`src/hdl/pbbm_pkg.sv`:
```
// Shared types and constants for the packed bitfield bank memory.
package pbbm_pkg;

  localparam int GLOBAL_BANKS_DEF   = 8;
  localparam int WORDS_PER_BANK_DEF = 2000;
  localparam int QUEUE_DEPTH        = 2;

  // Address field wide enough for the largest legal store (9 banks of 2048 words).
  localparam int STORE_ADDR_W = 15;

  localparam logic       ACT_READ   = 1'b0;
  localparam logic       ACT_WRITE  = 1'b1;
  localparam logic [3:0] LOCAL_BANK = 4'd8;
  localparam logic [2:0] WC_WORD    = 3'd0;
  localparam logic [2:0] WC_BIT1    = 3'd1;
  localparam logic [2:0] WC_BIT2    = 3'd2;
  localparam logic [2:0] WC_BIT4    = 3'd3;
  localparam logic [2:0] WC_BIT8    = 3'd4;
  localparam logic [2:0] WC_BIT16   = 3'd5;

  typedef struct packed {
    logic                    err;
    logic                    write;
    logic [STORE_ADDR_W-1:0] addr;
    logic [4:0]              bit_shift;
    logic [31:0]             bit_mask;
    logic [31:0]             wdata;
  } cmd_t;

  typedef struct packed {
    logic [31:0] read_value;
    logic        access_error;
  } res_t;

endpackage

```
`src/hdl/pbbm_front.sv`:
```
// Front end: checks bank, width and location, and forms the word address and element mask.
module pbbm_front
  import pbbm_pkg::*;
#(
  parameter int GLOBAL_BANKS   = GLOBAL_BANKS_DEF,
  parameter int WORDS_PER_BANK = WORDS_PER_BANK_DEF
) (
  input  logic        in_action,
  input  logic [3:0]  in_bank_select,
  input  logic [2:0]  in_width_code,
  input  logic [15:0] in_location,
  input  logic [31:0] in_write_value,
  output cmd_t        cmd
);

  logic        bank_ok;
  logic [3:0]  slot;
  logic        code_ok;
  logic [2:0]  idx_shift;
  logic [2:0]  ew_log;
  logic [15:0] word_idx;
  logic [15:0] offset;
  logic        loc_ok;
  logic [31:0] elem_mask;
  logic [4:0]  bit_shift;

  always_comb begin
    bank_ok = (in_bank_select == LOCAL_BANK) || (in_bank_select < 4'(GLOBAL_BANKS));
    slot    = (in_bank_select == LOCAL_BANK) ? 4'(GLOBAL_BANKS) : in_bank_select;
    code_ok = (in_width_code <= WC_BIT16);

    // Element of width 2^(k-1) packs 2^(6-k) to a word.
    unique case (in_width_code)
      WC_WORD:  begin idx_shift = 3'd0; ew_log = 3'd0; elem_mask = 32'hFFFF_FFFF; end
      WC_BIT1:  begin idx_shift = 3'd5; ew_log = 3'd0; elem_mask = 32'h0000_0001; end
      WC_BIT2:  begin idx_shift = 3'd4; ew_log = 3'd1; elem_mask = 32'h0000_0003; end
      WC_BIT4:  begin idx_shift = 3'd3; ew_log = 3'd2; elem_mask = 32'h0000_000F; end
      WC_BIT8:  begin idx_shift = 3'd2; ew_log = 3'd3; elem_mask = 32'h0000_00FF; end
      WC_BIT16: begin idx_shift = 3'd1; ew_log = 3'd4; elem_mask = 32'h0000_FFFF; end
      default:  begin idx_shift = 3'd0; ew_log = 3'd0; elem_mask = 32'h0000_0000; end
    endcase

    word_idx  = in_location >> idx_shift;
    offset    = in_location & ((16'd1 << idx_shift) - 16'd1);
    bit_shift = 5'(offset[4:0] << ew_log);
    loc_ok    = (word_idx < 16'(WORDS_PER_BANK));

    cmd.err       = !(bank_ok && code_ok && loc_ok);
    cmd.write     = (in_action == ACT_WRITE);
    cmd.addr      = STORE_ADDR_W'(slot) * STORE_ADDR_W'(WORDS_PER_BANK)
                  + word_idx[STORE_ADDR_W-1:0];
    cmd.bit_shift = bit_shift;
    cmd.bit_mask  = elem_mask << bit_shift;
    cmd.wdata     = (in_write_value & elem_mask) << bit_shift;
  end

endmodule

```
`config.mk`:
```
export PLATFORM = sky130hd
export DESIGN_NAME = pbbm_front
export DESIGN_NICKNAME = d
export VERILOG_FILES = /design/src/hdl/pbbm_pkg.sv /design/src/hdl/pbbm_front.sv
export SDC_FILE = /design/constraint.sdc
export NUM_CORES = 1
export LEC_CHECK = 0
export ABC_AREA = 1
export BUFFER_PORTS_ARGS = -buffer_cell sky130_fd_sc_hd__buf_2
export CAP_MARGIN = 20
export CORE_MARGIN = 2
export CORE_UTILIZATION = 40
export DETAILED_ROUTE_END_ITERATION = 8
export GPL_TIMING_DRIVEN = 0
export PLACE_DENSITY_LB_ADDON = 0.05
export SLEW_MARGIN = 20
export SYNTH_ARGS = -nofsm -noshare
export SYNTH_HDL_FRONTEND = slang
export SYNTH_SLANG_ARGS = --single-unit
```
`constraint.sdc`:
```
create_clock -name vclk -period 13.3
set_input_delay 3.325 -clock vclk [all_inputs]
set_output_delay 3.325 -clock vclk [all_outputs]
set_load 0.01 [all_outputs]
```
Word-level counts from Yosys, hierarchy flattened

Cells that the tools add are included.

Bits in latches: 0
Logic and storage cells: 28
RAM bits: 0
Output and inout bits: 86
Bits in read-only memories: 0
Register bits: 0
Memories: 0

Magnitude comparators: 3
Equal/unequal tests: 6
Div/mod/pow operators: 0
Bitwise gates (word level): 2
Add/sub/neg operators: 2
Muxes and demuxes: 4
Shifts and indexed selects: 5
Reductions and logical operators: 5
Multipliers: 1

Operators by type and width:

| kind                                                  | count |
|---|---|
| one-hot mux 32 bit (6 select lines)                   | 1 |
| left shift 32 x 5 -> 32 bit                           | 2 |
| bitwise AND 32 bit                                    | 1 |
| < comparator 16 x 11 -> 1 bit (second input constant) | 1 |
| >> shifter 16 x 3 -> 16 bit                           | 1 |
| adder 15 bit                                          | 1 |
| one-hot mux 3 bit (5 select lines)                    | 1 |
| one-hot mux 3 bit (4 select lines)                    | 1 |
| multiplier 4 x 7 -> 11 bit (second input constant)    | 1 |
| equality test 3 x 2 -> 1 bit (second input constant)  | 2 |
| equality test 3 bit (second input constant)           | 2 |
| bitwise AND 5 bit                                     | 1 |
| left shift 1 x 3 -> 5 bit (first input constant)      | 1 |
| left shift 5 x 3 -> 5 bit                             | 1 |
| subtractor 5 x 1 -> 5 bit (second input constant)     | 1 |
| equality test 4 bit (second input constant)           | 1 |
| < comparator 4 bit (second input constant)            | 1 |
| two-way mux 4 bit                                     | 1 |
| equality test 3 x 1 -> 1 bit (second input constant)  | 1 |
| <= comparator 3 bit (second input constant)           | 1 |
| logical NOT 3 bit                                     | 1 |
| logical AND 1 bit                                     | 2 |
| logical NOT 1 bit                                     | 1 |
| logical OR 1 bit                                      | 1 |

Depth between registers and ports, before layout

Depth after elaboration: 7
Gate-level depth with buffers: 23
Gate-level depth less buffers: 23

Least setup slack after synthesis

No wires, ideal clock.

Path kind: input port to output port
From: in in_bank_select[2]
To: out cmd[83] (netlist name)
Stages on the path: 20
Data arrival time: 6.506 ns
Path slack: 3.469 ns
Path buffers: 0
Path through: inv_1 ha_1 xnor2_1 inv_1 fa_1 ha_1 nand2_1 o21ai_0 a21oi_1 o31ai_1 xor2_1 ha_1 inv_1 nor3_1 nor2_1 nand2_1 inv_1 nand2_1 nand2_1 nand2_1

RTL lines:

| what               | line             | source |
|---|---|---|
| start: declaration | pbbm_front.sv:9  | `input logic [3:0] in_bank_select,` |
| end: declaration   | pbbm_front.sv:13 | `output cmd_t cmd` |

==> flow_summary.ini <==
[yosys]
synth-simple-area-share_pct = 61.5
synthXorXnorAreaFrac_pct = 2.42
yosysWarnings = 0
synth_mux_area_share_pct = 0.461
ys_seq_area_share_pct = 0
syn_area_per_cell_um2 = 4.79
ys_types = 38
synth_area_mm2 = 0.00435
synth_top_family_by_area = simple AND/OR/NAND/NOR gates
yosys.area_share.adder_pct = 10.4
syn_inst = 907
synth_compound_area_share_pct = 12.3
synth_nets = 996

[setup_path]
crit_top_cell = nand2_1
crit_arrival_ps = 7070
slowest_delay_ps = 510
cp-end-kind = primary output
critPathRequiredTime_ps = 9970
critPathLaunchType = input port
path_class = input port to primary output
crit_fanout = 10
worstSetupStartpoint = in_bank_select[1]
crit_slowest_cell = fa_1
path_cells = clkbuf_1, inv_1, nand3_1, nand2_1, nand2_1, nand2_1, fa_1, fa_1, o21ai_0, a21oi_1, o31ai_1, xor2_1, ha_1, inv_1, nor3_1, nor2_1, nand2_1, inv_1, nand2_1, nand2_1, nand2_1, buf_2

[min_path]
whs_path_depth = 2
hold_path_class = input port to primary output
whs_endpoint = cmd[84]
worstHoldStart = in_action

[timing]
rsz0062_at_grt = false
slew_violations = 0
fmax_ghz = 0.0962
setup_viol = 0
final_hold_viol_count = 0
final.period_utilization_pct = 78.1
slew_headroom_pct = 61.9
finalSetupTns_ps = 0
fin_crit_ps = 10390
worst_pin_slew_ps = 572

[place]
finalWeightedCongestion = 0.916
io_buffer_count = 140
placed_area_mm2 = 0.00522
dp.cells = 1187
post-dp-hpwl_mm = 13.4

[cells_and_area]
syn2layout_area_growth_pct = 20.2
fill_cells = 1335
seq_area_um2 = 0
design.seq.count = 0
multi_input_area_mm2 = 0.00378
final_cell_count_no_fill = 1188
clkbuf_count = 0
post_route_cells_drive_above_1_share_pct = 19.0
final_util_pct = 48.8
fin_area_mm2 = 0.00523
nNetsFinal = 1138

[floorplanning]
die_area_mm2 = 0.0117
core-area_mm2 = 0.0107
num_io_pins = 142
fp.dieW_um = 108
core.rowCount = 38
die_h_um = 108
start_util_pct = 40.6

[global_route]
grt_pass1_wl_mm = 26.3
grt_pass1_vias = 5500
grt_max_degree = 11
grt-ovfl-total = 0
grt_use_total_pct = 27.2
antenna_found_initial = 1

[clock_network]
ctsResizeCount = 0
cts_setup_buffers = 0
holdBufCountCts = 0

[drt]
met2_wirelength_mm = 7.21
remaining_drc_errors = 0
drtPass1Iterations = 5
first_iter_violations = 512
final_antenna_net_count = 0
wl_per_cell_um = 13.5
dr_wl_met3_mm = 1.06
highest_layer = met4
via_per_inst = 5.14
m1WireLength_mm = 7.64
vias = 6103
routed_wl_mm = 16.1

[flow_run]
max-cap-violations = 0

[pwr]
peakVddDrop_uv = 76.4
finalPower_mw = 0.525
leakagePower_nw = 3.28
powerDensity_mw_per_mm2 = 101

[run_status]
status = complete, no violations
-- layout by cell type, fill, tap and decap left out, types with 3 or more instances in the layout --
master | Yosys | final
nand3_1 | 134 | 134
nand2_4 | 3 | 3
nand4_1 | 7 | 7
buf_2 | 26 | 166
ha_1 | 28 | 28
nand2_1 | 388 | 388
nand3_2 | 3 | 3
o21ai_0 | 38 | 38
fa_1 | 5 | 5
xor2_1 | 8 | 8
a31oi_1 | 3 | 3
xnor2_1 | 4 | 4
nand3b_1 | 4 | 4
inv_1 | 78 | 78
o211ai_1 | 4 | 4
nor2_1 | 87 | 87
nor3_1 | 6 | 6
clkbuf_1 | 11 | 11
o21ai_1 | 13 | 13
a21oi_1 | 19 | 19
inv_2 | 9 | 9
buf_4 | 5 | 5
-- routing by layer --
| layer | global-route usage, % | up-vias |
|---|---|---|
| met4 | 4.21 | 0 |
| li1 | - | 3186 |
| met1 | 39.4 | 2698 |
| met3 | 1.63 | 12 |
| met2 | 45.1 | 207 |
| met5 | 0 | - |
-- report_power, final --
part / internal [mW] / switching (mW)
combinational: 0.190 / 0.335
sequential: 0 / 0
clock: 0.0000000101 / 0
-- cells in the mapped netlist, types with 2 or more instances --
cell	count	area share, %
a21o_1	2	0.35
xnor2_1	4	0.81
nand2_4	3	0.78
nand3_1	134	15
buf_4	5	0.86
mux2i_1	2	0.46
inv_1	78	6.7
nor3_1	6	0.69
buf_6	2	0.52
ha_1	28	8.1
a41oi_1	2	0.40
buf_2	26	3.0
o211ai_1	4	0.69
o2111ai_1	2	0.40
xor2_1	8	1.6
nand2_2	2	0.29
clkbuf_1	11	0.95
nand2_1	388	34
o21ai_0	38	4.4
nor2_1	87	7.5
o21ai_2	2	0.40
nand3_2	3	0.69
a21oi_1	19	2.2
fa_1	5	2.3
inv_2	9	0.78
a21oi_4	2	0.75
nand4_1	7	1.0
nand3b_1	4	0.69
o21ai_1	13	1.5
a31oi_1	3	0.43
-- critical path: cells and delay by family --
kind / cells / cell delay [ps]
buf+inv: 5 / 810
compound gates: 3 / 660
simple gates: 10 / 830
fa+ha+maj: 3 / 1330
xor+xnor: 1 / 110
-- through the flow --
stage               hold slack, ps  worst slack (ps)
floorplan                     6740              3470
global placement              6830              2920
detailed placement            6840              2900
CTS                           6840              2880
global route                  6840              2500
finish                        6830              2910
-- cells by family after synthesis --
family                     Yosys count
buffers and inverters              132
adders and majority gates           33
muxes                                2
AOI/OAI and AO/OA                   91
and+or+nand+nor                    637
xor gates and xnor gates            12
-- how the worst max path moves through the flow --
stage	cells past startpoint	endpoint
2_1_floorplan	20	cmd[83]
3_3_place_gp	22	cmd[83]
3_5_place_dp	22	cmd[83]
4_1_cts	22	cmd[83]
5_1_grt	22	cmd[83]
6_report	22	cmd[83]
-- area by class of cell --
| class | instances | area share [%] |
|---|---|---|
| Inverter | 87 | 6.25 |
| Tap cell | 140 | 3.35 |
| Multi-Input combinational cell | 775 | 72.4 |
| Antenna cell | 1 | 0.0479 |
| Timing Repair Buffer | 140 | 13.4 |
| Buffer | 45 | 4.50 |
Power figures use the tool's default switching activity.
