### src/hdl/pbbm_pkg.sv
// Shared types and constants for the packed bitfield bank memory.
package pbbm_pkg;

  localparam int GLOBAL_BANKS_DEF   = 8;
  localparam int WORDS_PER_BANK_DEF = 2000;
  localparam int QUEUE_DEPTH        = 2;

  // Address field wide enough for the largest legal store (9 banks of 2048 words).
  localparam int STORE_ADDR_W = 15;

  localparam logic       ACT_READ   = 1'b0;
  localparam logic       ACT_WRITE  = 1'b1;
  localparam logic [3:0] LOCAL_BANK = 4'd8;
  localparam logic [2:0] WC_WORD    = 3'd0;
  localparam logic [2:0] WC_BIT1    = 3'd1;
  localparam logic [2:0] WC_BIT2    = 3'd2;
  localparam logic [2:0] WC_BIT4    = 3'd3;
  localparam logic [2:0] WC_BIT8    = 3'd4;
  localparam logic [2:0] WC_BIT16   = 3'd5;

  typedef struct packed {
    logic                    err;
    logic                    write;
    logic [STORE_ADDR_W-1:0] addr;
    logic [4:0]              bit_shift;
    logic [31:0]             bit_mask;
    logic [31:0]             wdata;
  } cmd_t;

  typedef struct packed {
    logic [31:0] read_value;
    logic        access_error;
  } res_t;

endpackage

### src/hdl/pbbm_queue.sv
// Small first-in first-out queue built from flip-flops.
module pbbm_queue
  import pbbm_pkg::*;
#(
  parameter int WIDTH = 8,
  parameter int DEPTH = QUEUE_DEPTH
) (
  input  logic             clk,
  input  logic             rst_n,
  input  logic             push,
  input  logic [WIDTH-1:0] wdata,
  output logic             full,
  input  logic             pop,
  output logic [WIDTH-1:0] rdata,
  output logic             empty
);

  localparam int PTR_W = (DEPTH > 1) ? $clog2(DEPTH) : 1;

  logic [WIDTH-1:0] store_r [DEPTH];
  logic [PTR_W-1:0] wr_ptr_r, wr_ptr_nxt;
  logic [PTR_W-1:0] rd_ptr_r, rd_ptr_nxt;
  logic [PTR_W:0]   count_r, count_nxt;
  logic             do_push, do_pop;

  assign full    = (count_r == (PTR_W+1)'(DEPTH));
  assign empty   = (count_r == '0);
  assign do_push = push && !full;
  assign do_pop  = pop && !empty;
  assign rdata   = store_r[rd_ptr_r];

  always_comb begin
    wr_ptr_nxt = wr_ptr_r;
    rd_ptr_nxt = rd_ptr_r;
    count_nxt  = count_r;
    if (do_push) begin
      wr_ptr_nxt = (wr_ptr_r == PTR_W'(DEPTH-1)) ? '0 : wr_ptr_r + 1'b1;
    end
    if (do_pop) begin
      rd_ptr_nxt = (rd_ptr_r == PTR_W'(DEPTH-1)) ? '0 : rd_ptr_r + 1'b1;
    end
    if (do_push && !do_pop) begin
      count_nxt = count_r + 1'b1;
    end else if (do_pop && !do_push) begin
      count_nxt = count_r - 1'b1;
    end
  end

  always_ff @(posedge clk) begin
    if (!rst_n) begin
      wr_ptr_r <= '0;
      rd_ptr_r <= '0;
      count_r  <= '0;
    end else begin
      wr_ptr_r <= wr_ptr_nxt;
      rd_ptr_r <= rd_ptr_nxt;
      count_r  <= count_nxt;
    end
  end

  always_ff @(posedge clk) begin
    if (do_push) begin
      store_r[wr_ptr_r] <= wdata;
    end
  end

endmodule

### config.mk
export PLATFORM = sky130hd
export DESIGN_NAME = pbbm_queue
export DESIGN_NICKNAME = d
export VERILOG_FILES = /design/src/hdl/pbbm_pkg.sv /design/src/hdl/pbbm_queue.sv
export SDC_FILE = /design/constraint.sdc
export NUM_CORES = 1
export LEC_CHECK = 0
export BUFFER_PORTS_ARGS = -buffer_cell sky130_fd_sc_hd__buf_2
export CAP_MARGIN = 20
export CORE_ASPECT_RATIO = 1.75
export CORE_MARGIN = 3
export CORE_UTILIZATION = 35
export CTS_CLUSTER_SIZE = 16
export DETAILED_ROUTE_END_ITERATION = 10
export SYNTH_ARGS = -nofsm -noshare
export SYNTH_HDL_FRONTEND = slang
export SYNTH_SLANG_ARGS = --single-unit
### constraint.sdc
create_clock -name clk -period 1.42 [get_ports clk]
set_input_delay 0.142 -clock clk [delete_from_list [all_inputs] [get_ports clk]]
set_output_delay 0.142 -clock clk [all_outputs]
set_load 0.005 [all_outputs]
Word level (Yosys, flattened, before mapping). Memories as Yosys holds them, arrays and structs flattened. A register that Yosys moved wholly into a read port is not among the register bits. Cells that the tools add are included.

Add/sub/neg operators: 4. Equality and inequality tests: 1. Multiplexer cells: 8. Reduce and logical (&&, ||, !) cells: 10.

Operators with widths (count): $mux 1 (6); $logic_and 1x1->1 (4); $logic_not 1->1 (4); $mux 2 (2); $add 1x1->1 const B (2); $add 2x1->2 const B (1); $eq 2x2->1 const B (1); $logic_not 2->1 (1); $reduce_bool 2->1 (1); $sub 2x1->2 const B (1).

Register bits: 4. RAM bits: 16. Bits of input ports: 12. Output and inout bits: 10. Logic and storage cells: 27. Memories: 1.

Memory list: store_r (words 2, bits a word 8, read ports 1, clocked after Yosys merged registers in 1, write ports 1, RTL line pbbm_queue.sv:20) `logic [WIDTH-1:0] store_r [DEPTH];`.

Depth between registers and ports, before layout.
Depth after elaboration: 7. Mapped depth: 7. Gate-level depth less buffers: 7.

Least setup slack after synthesis. OpenSTA, ideal clock, no wires.

Path type: reg2reg. Start point: register count_r[0]. End point: register count_r[1]. Setup time: 0.070 ns. Arrival time: 1.384 ns. Data required time: 1.350 ns. Setup slack: -0.034 ns. Cell stages (with the launch flop): 7. Path buffers: 0. Clock period less this slack: 1.454 ns. Path through: dfxtp_1 > nand2b_1 > inv_2 > nor2_1 > ha_1 > or3_1 > a21boi_1.

Cells in the longest elaborated chain, start to end: 6. Elaborated cells between the ends (all ways): 15. Those cells by class: 2 x add/sub; 1 x eq/ne; 2 x mux; 10 x reduce/logical.

RTL lines: from (decl) (RTL line pbbm_queue.sv:23) `logic [PTR_W:0] count_r, count_nxt;`; from (signal assigned) (RTL line pbbm_queue.sv:57) `count_r <= count_nxt;`; $eq 2x2->1 (*) (RTL line pbbm_queue.sv:26) `assign full = (count_r == (PTR_W+1)'(DEPTH));`; via full (RTL line pbbm_queue.sv:12) `output logic full,`; $logic_not 1->1 (*) (RTL line pbbm_queue.sv:28) `assign do_push = push && !full;`; $logic_and 1x1->1 (*) (RTL line pbbm_queue.sv:28); $logic_not 1->1 (RTL line pbbm_queue.sv:44) `end else if (do_pop && !do_push) begin`; $logic_and 1x1->1 (RTL line pbbm_queue.sv:44); $reduce_bool 2->1 (no line).

Mark *: on every way through the listed nets, which the timed path passes. The rest lies on a longest branch. The select of a mux whose other input is x is not followed. A chain may end at the register's enable or synchronous reset.

Worst setup path after layout.
Start point: register count_r[0]. End point: register count_r[1].

Cells in the longest elaborated chain, start to end: 6. Elaborated cells between the ends (all ways): 15. Those cells by class: 2 x add/sub; 1 x eq/ne; 2 x mux; 10 x reduce/logical.

RTL lines (RTL line): $eq 2x2->1 or $logic_not 2->1 (tied branches) (pbbm_queue.sv:26, pbbm_queue.sv:27); $logic_not 1->1, on equally long branches (pbbm_queue.sv:28, pbbm_queue.sv:29); $logic_and 1x1->1, on equally long branches (pbbm_queue.sv:28, pbbm_queue.sv:29); $logic_not 1->1, on equally long branches (pbbm_queue.sv:44, pbbm_queue.sv:42); $logic_and 1x1->1, on equally long branches (pbbm_queue.sv:44, pbbm_queue.sv:42); $reduce_bool 2->1 (no line) or $mux 2 (tied branches).

Parallel ways exist; a longest one is shown, timed or not. The select of a mux whose other input is x is not followed.

==> metrics.md <==
| Metric | Value |
|---|---|
| Max cap viols | `0` |
| Clock skew | `1.42 ps` |
| Max Clock Freq | `687 MHz` |
| Worst Setup Start Kind | `flop` |
| P&R area growth vs syn | `30.8%` |
| Most frequent cells in the layout | `21 x buf_2, 16 x edfxtp_1, 8 x mux2_2` |
| Outcome | `complete, but fails checks` |
| Netlist Area Pre-Place | `810 um^2` |
| Worst Slack Setup Final | `-36.4 ps` |
| Critical Path AT | `~1700 ps` |
| H-tree levels | `1` |
| FF+latch count, synth | `21` |
| Avg Inst Size Synth | `16.2 um^2` |
| Synth Instances | `50` |
| Vias in the first global route | `493` |
| CTS Buffer Depth | `2` |
| Die Area | `approximately 3000 um^2` |
| Final HPWL DP | `1.07 mm` |
| Fin crit period | `between 1000 and 1500 ps` |
| HP Class | `input pin to flop` |
| CP endpoint kind | `flop` |
| Synthesis Warnings | `0` |
| Slowest CP cell | `dfxtp_4` |
| Leakage | `0.420 nW` |
| Syn nets | `63` |
| Clk sinks | `21` |
| GRT Resource Usage Total | `0.0960` |
| Critical Path, Cell by Cell | `nand2b_4 > inv_4 > nor2_4 > ha_4 > or3_1 > a21boi_1` |
| Core footprint | `2150 um^2` |
| Final setup fails | `1` |
| Clock Tree Root | `clkbuf_4` |
| Worst slack, placed | `-41.4 ps` |
| Slew at the pin closest to its max-slew limit | `382 ps` |
| Max-slew headroom | `0.745` |
| Total CTS buffers | `3` |
| Die height | `between 60 and 70 um` |
| Required @ worst endpoint | `1650 ps` |
| Pwr Total | `1.81 mW` |
| Vias per cell | `4.70` |
| Nets | `95` |
| Failing checks | `setup timing` |
| Unrepaired setup endpoints after global routing | `yes` |
| Slew Viols, Final | `0` |
| Drt wl/cell | `13.7 um` |
| Post-layout util | `0.493` |
| CTS tree | `built` |
| Hold Vio Cnt, Final | `0` |
| Largest delay share family, worst path | `simple AND/OR/NAND/NOR gates` |
| Initial cell density of the core | `0.377` |
| Crit Path Category | `flop to flop` |
| Clk Latency, worst-skew pair | `around 290 ps` |
| Sequential share of the synthesized area | `0.717` |
| Iter 0 DRT Violations | `5` |
| Hold-fix buffers at CTS | `0` |
| Cell Pwr Density | `1710 nW/um^2` |
| Share of cells above drive strength 1 | `0.593` |
| Congestion Overflow GR | `0` |
| Gpl congestion | `0.572` |
| Post-route ant nets | `0` |
| Distinct cells, synth | `20` |
| Antenna violations before repair | `0` |
| Global-route wire length before repair | `roughly 2.2 mm` |
| Largest net degree at the start of global routing | `12` |
| Commonest non-fill, non-tap cell in the layout | `buf_2` |
| Routed wire length | `1.44 mm` |
| Max incr delay on CP | `approximately 380 ps` |
| Ports | `22` |
| Core Rows | `22` |
| Total number of vias | `494` |
| Peak supply drop | `0.000840 V` |
| Die width | `42.4 um` |
| Number of I/O port buffers | `21` |
| Final Cycle Share | `1.03` |
| Diodes inserted | `0` |
| Clk pin slew, worst setup/hold paths | `approximately 110 ps` |
| Router iterations before antenna repair | `4` |
| CP bufs+invs | `1` |
| DRC | `0` |
| Critical path fanouts, max | `4` |
-- state kept, by name, indices dropped and copies added (netlist names), named ones only --
name      count
rd_ptr_r      1
wr_ptr_r      1
count_r       2
store_r      16
-- cell families after synthesis --
group | count (synthesis) | share of synthesized area
compound gates | 5 | 0.0402
xor+xnor | 3 | 0.0325
fa+ha+maj | 1 | 0.0155
buf+inv | 3 | 0.0154
flops | 21 | 0.717
mux | 8 | 0.111
simple gates | 9 | 0.0680
-- timing repair --
item                                    4_1_cts  5_1_grt
pin swaps                                     2        2
endpoints found under the setup margin        9       10
setup buffers                                 1        1
resized for setup                             2        7
-- layer usage --
| layer | routed length (um) | track usage |
|---|---|---|
| met3 | 84 | 0.0208 |
| met2 | 826 | 0.166 |
| met4 | 6 | 0.0415 |
| met5 | 0 | 0 |
| met1 | 520 | 0.109 |
-- synthesized netlist by cell type --
| master | count | share of area |
|---|---|---|
| and3_1 | 1 | 0.0077 |
| a21boi_1 | 1 | 0.0093 |
| edfxtp_1 | 16 | 0.59 |
| xnor2_1 | 2 | 0.022 |
| ha_1 | 1 | 0.015 |
| nand2b_1 | 1 | 0.0077 |
| inv_1 | 1 | 0.0046 |
| a21boi_0 | 1 | 0.0093 |
| and2_1 | 3 | 0.023 |
| inv_2 | 1 | 0.0046 |
| nor3_2 | 1 | 0.012 |
| xor2_1 | 1 | 0.011 |
| nor2_1 | 2 | 0.0093 |
| dfxtp_1 | 5 | 0.12 |
| or3_1 | 1 | 0.0077 |
| mux2_2 | 8 | 0.11 |
| o21ai_0 | 1 | 0.0062 |
| o21a_1 | 1 | 0.0093 |
| o21ai_1 | 1 | 0.0062 |
| buf_2 | 1 | 0.0062 |
-- final timing paths --
check,from,to,slack [ps],depth (start not counted)
min,wdata[4],store_r[0][4]$_DFFE_PP_,30,1
max reg2reg,count_r[0]$_SDFFE_PN0P_,count_r[1]$_SDFFE_PN0P_,-40,6
min reg2reg,count_r[1]$_SDFFE_PN0P_,count_r[1]$_SDFFE_PN0P_,540,2
max,count_r[0]$_SDFFE_PN0P_,count_r[1]$_SDFFE_PN0P_,-40,6
-- metrics by stage --
stage          TNS, ps  hold slack, ps  area, um^2  cells
6_report         -36.4            33.4        1060    105
5_1_grt           -307            15.0        1060    105
4_1_cts          -16.1            22.4        1020    104
3_5_place_dp     -41.4             338         986     99
3_3_place_gp         0             332         986     99
2_1_floorplan        0             241         818     50
-- final cells by class --
type | instances | area [um^2]
inverters | 2 | 10.0
well taps | 24 | 30.0
repair buffers | 28 | 158
fillers | 209 | 1090
clock buffers | 4 | 26.3
flip-flops and latches | 21 | 587
multi-input cells | 26 | 248
-- report_power, final --
group / leakage [nW] / internal (mW) / switching (mW)
logic: 0.213 / 0.390 / 0.259
registers: 0.192 / 0.796 / 0.0917
clock network: 0.0150 / 0.109 / 0.163
total: 0.420 / 1.30 / 0.514
No activity file was read; power rests on OpenSTA's default activity.
